==> src/sv/assert_macros.svh <==
// Assertion macros shared by the RTL modules of the start code normalizer.
// Depends on a clock named clk and a synchronous reset named rst in the including scope.
`ifndef ASSERT_MACROS_SVH
`define ASSERT_MACROS_SVH

// Property must hold at every clock edge outside reset.
`define ASSERT_ALWAYS(label, prop, msg) \
  label: assert property (@(posedge clk) disable iff (rst) (prop)) else $error(msg);

// Antecedent implies consequent in the same cycle.
`define ASSERT_IMPLIES(label, ante, cons, msg) \
  label: assert property (@(posedge clk) disable iff (rst) (ante) |-> (cons)) else $error(msg);

// Antecedent implies consequent in the following cycle.
`define ASSERT_NEXT(label, ante, cons, msg) \
  label: assert property (@(posedge clk) disable iff (rst) (ante) |=> (cons)) else $error(msg);

`endif

==> src/sv/asnc_pkg.sv <==
// Package of the start code normalizer: command record and sizes.
// Used by asnc_front, asnc_queue, asnc_back and the top level; depends on nothing.
package asnc_pkg;

  localparam int QDepth = 4;
  localparam int QAw    = $clog2(QDepth);

  localparam logic [7:0] ByteZero = 8'h00;
  localparam logic [7:0] ByteOne  = 8'h01;

  // One classified input item: what the back end has to emit for it.
  typedef struct packed {
    logic       prefix;    // send 00 00 01 first
    logic [2:0] nzeros;    // zero payload bytes, 0 to 4
    logic       has_byte;  // then the payload byte below
    logic [7:0] data;
    logic       last;      // final command of the access unit
    logic       status;    // 1 when no NAL unit was found
  } cmd_t;

endpackage

==> src/sv/annexb_start_code_normalizer.sv <==
// Top level of the Annex-B start code normalizer.
// Depends on asnc_pkg, asnc_front, asnc_queue and asnc_back.
//
//   channel  dir  handshake           payload
//   s_*      in   s_tvalid/s_tready   s_tdata = in_byte, s_tlast = in_last
//   m_*      out  m_tvalid/m_tready   m_tdata = out_byte, m_tlast = out_last,
//                                     m_tuser = {out_status, out_has_byte}
//
// The front end takes one input byte per cycle whenever the four-entry command
// queue has room. The back end sends one output item per cycle while the output
// is taken, so an input byte that turns into one to seven items (a start code
// prefix included) holds the back end until all of them are sent; the queue
// absorbs those bursts and input stalls only when it fills up.
// Reset (rst, synchronous, active high) empties the queue and the output register
// and clears the scan state; no clearing pass follows.
// Either side may stall freely: the output register holds its item until taken.
module annexb_start_code_normalizer (
  input  logic       clk,
  input  logic       rst,
  input  logic       s_tvalid,
  output logic       s_tready,
  input  logic [7:0] s_tdata,   // [7:0] in_byte
  input  logic       s_tlast,
  output logic       m_tvalid,
  input  logic       m_tready,
  output logic [7:0] m_tdata,   // [7:0] out_byte
  output logic       m_tlast,
  output logic [1:0] m_tuser    // [0] out_has_byte, [1] out_status
);
  import asnc_pkg::*;

  logic push;
  cmd_t push_cmd;
  logic full;
  logic q_valid;
  cmd_t q_cmd;
  logic pop;
  logic has_byte;
  logic status;

  // Front end: tracks held zeros and start codes, one decision per input byte.
  asnc_front u_front (
    .clk      (clk),
    .rst      (rst),
    .in_valid (s_tvalid),
    .in_byte  (s_tdata),
    .in_last  (s_tlast),
    .q_full   (full),
    .in_ready (s_tready),
    .push     (push),
    .push_cmd (push_cmd)
  );

  // Commands wait here so both sides can stall independently.
  asnc_queue u_queue (
    .clk      (clk),
    .rst      (rst),
    .push     (push),
    .push_cmd (push_cmd),
    .pop      (pop),
    .full     (full),
    .q_valid  (q_valid),
    .q_cmd    (q_cmd)
  );

  // Back end: walks each command item by item into the output register.
  asnc_back u_back (
    .clk          (clk),
    .rst          (rst),
    .q_valid      (q_valid),
    .q_cmd        (q_cmd),
    .pop          (pop),
    .out_valid    (m_tvalid),
    .out_ready    (m_tready),
    .out_byte     (m_tdata),
    .out_has_byte (has_byte),
    .out_last     (m_tlast),
    .out_status   (status)
  );

  assign m_tuser = {status, has_byte};

endmodule

==> src/sv/asnc_front.sv <==
// Front end of the start code normalizer: scans input bytes and builds commands.
// Depends on asnc_pkg.
module asnc_front (
  input  logic              clk,
  input  logic              rst,
  input  logic              in_valid,
  input  logic [7:0]        in_byte,
  input  logic              in_last,
  input  logic              q_full,
  output logic              in_ready,
  output logic              push,
  output asnc_pkg::cmd_t    push_cmd
);
  import asnc_pkg::*;

  logic [1:0] pending_zeros, pending_zeros_next;
  logic       inside_nal, inside_nal_next;
  logic       prefix_pending, prefix_pending_next;
  logic       any_nal_seen, any_nal_seen_next;
  logic       accept;

  logic [2:0] zeros_out;
  logic       byte_out;
  logic       emit;

  assign in_ready = !q_full;
  assign accept   = in_valid && in_ready;

  always_comb begin
    pending_zeros_next  = pending_zeros;
    inside_nal_next     = inside_nal;
    prefix_pending_next = prefix_pending;
    zeros_out           = 3'd0;
    byte_out            = 1'b0;

    if (in_byte == ByteZero) begin
      if (pending_zeros == 2'd3) begin
        // Long zero run: the oldest held zero becomes payload.
        zeros_out = 3'd1;
      end else begin
        pending_zeros_next = pending_zeros + 2'd1;
      end
    end else if (in_byte == ByteOne && pending_zeros >= 2'd2) begin
      pending_zeros_next  = 2'd0;
      inside_nal_next     = 1'b1;
      prefix_pending_next = 1'b1;
    end else begin
      zeros_out          = {1'b0, pending_zeros};
      byte_out           = 1'b1;
      pending_zeros_next = 2'd0;
    end

    if (in_last) begin
      zeros_out = zeros_out + {1'b0, pending_zeros_next};
    end

    // Outside a NAL unit no zeros and no payload byte are sent.
    if (!inside_nal) begin
      zeros_out = 3'd0;
      byte_out  = 1'b0;
    end

    emit = (zeros_out != 3'd0) || byte_out;
    if (emit) begin
      prefix_pending_next = 1'b0;
    end
    any_nal_seen_next = any_nal_seen || emit;

    push_cmd.prefix   = prefix_pending && emit;
    push_cmd.nzeros   = zeros_out;
    push_cmd.has_byte = byte_out;
    push_cmd.data     = byte_out ? in_byte : ByteZero;
    push_cmd.last     = in_last;
    push_cmd.status   = !any_nal_seen_next;
  end

  assign push = accept && (emit || in_last);

  always_ff @(posedge clk) begin
    if (rst) begin
      pending_zeros  <= 2'd0;
      inside_nal     <= 1'b0;
      prefix_pending <= 1'b0;
      any_nal_seen   <= 1'b0;
    end else if (accept) begin
      if (in_last) begin
        pending_zeros  <= 2'd0;
        inside_nal     <= 1'b0;
        prefix_pending <= 1'b0;
        any_nal_seen   <= 1'b0;
      end else begin
        pending_zeros  <= pending_zeros_next;
        inside_nal     <= inside_nal_next;
        prefix_pending <= prefix_pending_next;
        any_nal_seen   <= any_nal_seen_next;
      end
    end
  end

endmodule

==> src/sv/asnc_queue.sv <==
// Command queue between front and back end of the start code normalizer.
// Depends on asnc_pkg and assert_macros.svh.
`include "assert_macros.svh"
module asnc_queue (
  input  logic              clk,
  input  logic              rst,
  input  logic              push,
  input  asnc_pkg::cmd_t    push_cmd,
  input  logic              pop,
  output logic              full,
  output logic              q_valid,
  output asnc_pkg::cmd_t    q_cmd
);
  import asnc_pkg::*;

  cmd_t           entries [QDepth];
  logic [QAw-1:0] head;
  logic [QAw-1:0] tail;
  logic [QAw:0]   count;
  logic           do_push;
  logic           do_pop;

  assign full    = (count == (QAw+1)'(QDepth));
  assign q_valid = (count != '0);
  assign q_cmd   = entries[head];
  assign do_push = push && !full;
  assign do_pop  = pop && q_valid;

  always_ff @(posedge clk) begin
    if (do_push) begin
      entries[tail] <= push_cmd;
    end
  end

  always_ff @(posedge clk) begin
    if (rst) begin
      head  <= '0;
      tail  <= '0;
      count <= '0;
    end else begin
      if (do_push) begin
        tail <= tail + 1'b1;
      end
      if (do_pop) begin
        head <= head + 1'b1;
      end
      case ({do_push, do_pop})
        2'b10:   count <= count + 1'b1;
        2'b01:   count <= count - 1'b1;
        default: count <= count;
      endcase
    end
  end

  `ASSERT_ALWAYS(a_count_bound, count <= (QAw+1)'(QDepth), "queue count beyond depth")
  `ASSERT_IMPLIES(a_ptr_match, count == '0 || full, head == tail, "queue pointers disagree")

endmodule

==> src/sv/asnc_back.sv <==
// Back end of the start code normalizer: expands commands into output bytes.
// Depends on asnc_pkg and assert_macros.svh.
`include "assert_macros.svh"
module asnc_back (
  input  logic              clk,
  input  logic              rst,
  input  logic              q_valid,
  input  asnc_pkg::cmd_t    q_cmd,
  output logic              pop,
  output logic              out_valid,
  input  logic              out_ready,
  output logic [7:0]        out_byte,
  output logic              out_has_byte,
  output logic              out_last,
  output logic              out_status
);
  import asnc_pkg::*;

  cmd_t       cmd;
  logic       busy;
  logic [2:0] idx;
  logic [3:0] total;
  logic [3:0] pre_len;
  logic [3:0] rel;
  logic       advance;
  logic       at_end;
  logic       step;

  logic [7:0] item_byte;
  logic       item_has;

  always_comb begin
    pre_len = cmd.prefix ? 4'd3 : 4'd0;
    total   = pre_len + {1'b0, cmd.nzeros} + {3'b000, cmd.has_byte};
    if (total == 4'd0) begin
      total = 4'd1;  // status-only end item
    end
    rel = {1'b0, idx} - pre_len;

    if (cmd.prefix && idx < 3'd3) begin
      item_byte = (idx == 3'd2) ? ByteOne : ByteZero;
      item_has  = 1'b1;
    end else if (rel < {1'b0, cmd.nzeros}) begin
      item_byte = ByteZero;
      item_has  = 1'b1;
    end else begin
      item_byte = cmd.data;
      item_has  = cmd.has_byte;
    end
  end

  assign advance = !out_valid || out_ready;
  assign step    = busy && advance;
  assign at_end  = ({1'b0, idx} == total - 4'd1);
  assign pop     = q_valid && (!busy || (step && at_end));

  always_ff @(posedge clk) begin
    if (rst) begin
      busy      <= 1'b0;
      idx       <= 3'd0;
      out_valid <= 1'b0;
    end else begin
      if (pop) begin
        busy <= 1'b1;
        idx  <= 3'd0;
      end else if (step) begin
        if (at_end) begin
          busy <= 1'b0;
        end else begin
          idx <= idx + 3'd1;
        end
      end
      if (advance) begin
        out_valid <= busy;
      end
    end
  end

  always_ff @(posedge clk) begin
    if (pop) begin
      cmd <= q_cmd;
    end
    if (step) begin
      out_byte     <= item_byte;
      out_has_byte <= item_has;
      out_last     <= cmd.last && at_end;
      out_status   <= cmd.last && at_end && cmd.status;
    end
  end

  `ASSERT_IMPLIES(a_idx_range, busy, {1'b0, idx} < total, "item index past command length")
  `ASSERT_IMPLIES(a_status_only, out_valid && !out_has_byte,
                  out_last && out_byte == ByteZero, "empty item that is not an end item")

endmodule
==> config.mk <==
export PLATFORM = sky130hd
export DESIGN_NAME = annexb_start_code_normalizer
export DESIGN_NICKNAME = d
export VERILOG_FILES = /design/src/sv/asnc_pkg.sv /design/src/sv/annexb_start_code_normalizer.sv /design/src/sv/asnc_front.sv /design/src/sv/asnc_queue.sv /design/src/sv/asnc_back.sv
export VERILOG_INCLUDE_DIRS = /design/src /design/src/sv
export SDC_FILE = /design/constraint.sdc
export NUM_CORES = 1
export LEC_CHECK = 0
export ABC_AREA = 1
export BUFFER_PORTS_ARGS = -buffer_cell sky130_fd_sc_hd__buf_4
export CAP_MARGIN = 20
export CORE_MARGIN = 1.5
export CORE_UTILIZATION = 55
export DETAILED_ROUTE_END_ITERATION = 7
export PLACE_DENSITY = 0.88
export SYNTH_ARGS = -nofsm -noshare
export SYNTH_HDL_FRONTEND = slang
export SYNTH_SLANG_ARGS = --single-unit
==> constraint.sdc <==
create_clock -name clk -period 4.3 [get_ports clk]
set_clock_uncertainty 0.2 [all_clocks]
set_input_delay 0.645 -clock clk [delete_from_list [all_inputs] [get_ports clk]]
set_output_delay 0.645 -clock clk [all_outputs]
set_load 0.005 [all_outputs]
==> results.sh <==
export IMPL_list_of_cells_traversed_by_the_critical_path="fa_2, fa_2, xnor2_2, nand3_4, nand2_2, inv_1, ha_1, xor2_1, nand3_1, nor2_2, nand4_1, nand2_2, nand2_4, clkinvlp_4, ha_1, inv_1, fa_2, a21oi_2, o21ai_1, o21ai_1, a21oi_1"
export IMPL_timing_final_setup_violations=0
export IMPL_cts_htree_levels=3
export IMPL_average_size_of_a_mapped_cell_um2=11.0
export IMPL_netlist_top_cells_area="sky130_fd_sc_hd__edfxtp_1 55%, sky130_fd_sc_hd__dfxtp_1 7.3%, sky130_fd_sc_hd__nor2_1 5.5%"
export IMPL_placement_rows=33
export IMPL_synthArstFlopShare=0
export IMPL_place_area_mm2=0.00500
export IMPL_top_usage_layer="met2"
export IMPL_postLayoutCoreUtil=0.647
export IMPL_synth_largest_type_area_fraction=0.553
export IMPL_synth_enable_flop_cells=86
export IMPL_average_wire_per_standard_cell_um=14.7
export IMPL_holdPathStages=1
export IMPL_r2r_start="u_back.cmd[14]$_DFFE_PP_"
export IMPL_synth_seq_area_share=0.626
export IMPL_nets=496
export IMPL_rr_endpoint="u_queue.count[2]$_SDFFE_PP0P_"
export IMPL_worst_hold_path_endpoint="u_queue.count[0]$_SDFFE_PP0P_"
export IMPL_timing_reg2reg_setup_slack_ns=0.22
export IMPL_endpoint_kind="flip-flop"
export IMPL_route_detailed_drc=0
export IMPL_hold_slack_ns=0.295
export IMPL_first_pass_detailed_route_iteration_total=5
export IMPL_cts_root_buffer="sky130_fd_sc_hd__clkbuf_8"
export IMPL_post_cts_hold_buffer_count=0
export IMPL_vias=3038
export IMPL_power_mw=3.72
export IMPL_totalWireLength_um=8450
export IMPL_finalWorstSetupSlack_ns=0.225
export IMPL_power_per_cell_area_mw_per_mm2=699
export IMPL_layout_drive_gt1_share=0.190
export IMPL_worstSetupPathType="flip-flop to flip-flop"
export IMPL_ant_nets=0
export IMPL_io_pins=26
export IMPL_max_freq_ghz=0.245
export IMPL_fin_setup_tns_ns=0
export IMPL_globalRouteMet3Util=0.0303
export IMPL_cellLeakagePower_nw=2.10
export IMPL_core_area_mm2=0.00822
export IMPL_finalHoldViolations=0
export IMPL_numClockSinks=103
export IMPL_hold_class="flip-flop to flip-flop"
export IMPL_postSynthCellCount=425
export IMPL_final_cell_count_no_fill=574
export IMPL_netlist_area_pre_place_mm2=0.00467
export IMPL_timing_critical_path_mode_cell="sky130_fd_sc_hd__fa_2"
export IMPL_arrival_time_at_the_worst_endpoint_ns=4.13
export IMPL_final_max_slew_violation_count=0
export IMPL_critPathLaunchType="flip-flop"
export IMPL_place_gp_congestion=0.803
export IMPL_reg2reg_depth=21
export IMPL_start_util=0.568
export IMPL_clock_latency_reported_for_the_late_side_of_the_worst_skew_pair_ns=0.36
export IMPL_period_minus_slack_ns=4.08
export IMPL_yosysMostFrequentCell="sky130_fd_sc_hd__edfxtp_1"
export IMPL_worst_pin_slew_ns=0.934
export IMPL_numCtsBuffers=9
export IMPL_cp_top_family="adder cells"
export IMPL_critPathMaxStageDelay_ns=0.44
export IMPL_tritoncts="yes"
export IMPL_gr_met2_demand_resource=0.334
export IMPL_dominantRegCellSynth="sky130_fd_sc_hd__edfxtp_1"
export IMPL_num_antenna_cells=0
export IMPL_placedCellCount=552
export IMPL_die_area_mm2=0.00905
export IMPL_post_syn_nets=457
export IMPL_grt_overflow_total=0
export IMPL_yosysTopAreaCell="sky130_fd_sc_hd__edfxtp_1"
export IMPL_drt_iter0_markers=183
export IMPL_port_buffers=25
export IMPL_antenna_found_initial=0
export IMPL_wire_length_of_the_first_global_routing_pass_um=13400
export IMPL_place_hpwl_um=5480
export IMPL_synthDistinctLibCells=31
export IMPL_cpMaxStageDelayCell="sky130_fd_sc_hd__edfxtp_1"
export IMPL_ir_worst_vdd_v=0.000274
export IMPL_hold_path_startpoint="u_queue.count[0]$_SDFFE_PP0P_"
export IMPL_globalRouteTotalUtil=0.198
export IMPL_result_of_the_run="finished clean"
export IMPL_die_width_um=95.1
export IMPL_die_height_um=95.1
export IMPL_timing_max_slew_rel_slack=0.377
export IMPL_flow_area_growth_from_synthesis_pct=13.9
export IMPL_placement_setup_worst_slack_ns=-0.0333
export IMPL_yosys_warnings=0
export IMPL_design_area_mm2=0.00532
export IMPL_grt_pass1_vias=2793
export IMPL_detail_route_vias_per_cell=5.29
export IMPL_clock_input_transition_at_the_sequential_cells_of_the_worst_setup_and_hold_paths_ns=0.09
export IMPL_post_route_period_util=0.948
export IMPL_critPathRequiredTime_ns=4.35
export IMPL_globalRouteMet1Util=0.253
export IMPL_critPathMaxFanout=5
export IMPL_max_cap_violations=0
export IMPL_synth_top_cells_by_count="86 x sky130_fd_sc_hd__edfxtp_1, 68 x sky130_fd_sc_hd__nor2_1, 63 x sky130_fd_sc_hd__inv_1, 39 x sky130_fd_sc_hd__o21ai_0, 37 x sky130_fd_sc_hd__nand2_1"
export IMPL_ys_ff_latch=103
export IMPL_cts_max_path_buffers=2
export IMPL_worstPathBufferInverterCount=3
export IMPL_grt_max_degree=33
export IMPL_nFillCells=609
==> worst max-delay path by stage <==
stage	slack, ns	startpoint	to	cells after the start
6_report	0.22	u_back.cmd[14]$_DFFE_PP_	u_queue.count[2]$_SDFFE_PP0P_	21
5_1_grt	-0.05	u_back.cmd[14]$_DFFE_PP_	u_queue.count[2]$_SDFFE_PP0P_	21
4_1_cts	0.0007	u_back.cmd[10]$_DFFE_PP_	u_queue.count[2]$_SDFFE_PP0P_	21
3_5_place_dp	-0.03	u_back.cmd[10]$_DFFE_PP_	u_queue.count[2]$_SDFFE_PP0P_	21
3_3_place_gp	0.13	u_back.cmd[10]$_DFFE_PP_	u_queue.count[2]$_SDFFE_PP0P_	21
2_1_floorplan	0.009	u_back.cmd[14]$_DFFE_PP_	u_queue.count[2]$_SDFFE_PP0P_	21
==> repair_timing <==
item,CTS,global route
setup endpoints to repair,1,1
pin swaps,1,8
resized for setup,0,9
setup buffers,1,5
==> placed cells by master (no fill, tap or decap), types with 2 or more instances in the layout <==
master,netlist,routed
sky130_fd_sc_hd__edfxtp_1,86,86
sky130_fd_sc_hd__nor2_1,68,67
sky130_fd_sc_hd__inv_1,63,62
sky130_fd_sc_hd__buf_4,3,39
sky130_fd_sc_hd__nand2_1,37,37
sky130_fd_sc_hd__o21ai_0,39,37
sky130_fd_sc_hd__a21oi_1,19,18
sky130_fd_sc_hd__dfxtp_1,17,17
sky130_fd_sc_hd__o22ai_1,15,15
sky130_fd_sc_hd__ha_1,14,14
sky130_fd_sc_hd__clkbuf_8,0,9
sky130_fd_sc_hd__nand3_1,8,8
sky130_fd_sc_hd__nand2_2,7,6
sky130_fd_sc_hd__xor2_1,5,5
sky130_fd_sc_hd__nor2_4,3,4
sky130_fd_sc_hd__nor2_2,4,4
sky130_fd_sc_hd__nand3_4,3,4
sky130_fd_sc_hd__nand2_4,2,3
sky130_fd_sc_hd__clkinvlp_4,0,3
sky130_fd_sc_hd__a21oi_2,2,3
sky130_fd_sc_hd__fa_2,0,3
sky130_fd_sc_hd__bufinv_16,0,3
sky130_fd_sc_hd__clkinv_1,2,2
sky130_fd_sc_hd__xnor2_1,2,2
sky130_fd_sc_hd__nand4_1,2,2
sky130_fd_sc_hd__inv_2,2,2
sky130_fd_sc_hd__nand3_2,3,2
sky130_fd_sc_hd__or2_2,2,2
sky130_fd_sc_hd__o21ai_1,0,2
sky130_fd_sc_hd__fa_1,5,2
==> power breakdown <==
group          internal (mW)  switching, mW
combinational          0.649          0.911
clock                  0.391          0.330
sequential              1.34         0.0991
==> sequential cells by signal, indices dropped and copies added, names as in the netlist, 2 cells and up <==
signal                 cells
u_queue.entries           60
u_front.pending_zeros      2
u_queue.head               2
u_back.cmd                15
u_queue.tail               2
u_back.out_byte            8
u_queue.count              3
u_back.idx                 3
==> cell families (layout without fill, tap and decap cells) <==
logic type / Yosys count / count (layout) / share of synthesized area
AND/OR/NAND/NOR: 142 / 142 / 0.147
flip-flops: 103 / 103 / 0.626
buffers and inverters: 78 / 122 / 0.0651
AO/OA/AOI/OAI: 75 / 75 / 0.0860
adder cells (fa/ha/maj): 19 / 19 / 0.0590
XOR/XNOR: 8 / 8 / 0.0166
==> per-layer routing <==
metal,part of all wire,wire length (um)
met1,0.42,3580
met2,0.51,4270
met5,0,0
met4,0.026,216
met3,0.045,381
==> area by class of cell <==
type                       count  area [um2]  share of cell area
clock buffer                  10         128              0.0240
clock inverter                 6         116              0.0219
inverter                      67         255              0.0480
multi-input combinational    244        1470               0.277
sequential                   103        2920               0.550
tap                          105         131              0.0247
timing repair buffer          39         293              0.0550
No activity file was read; power rests on OpenSTA's default activity.
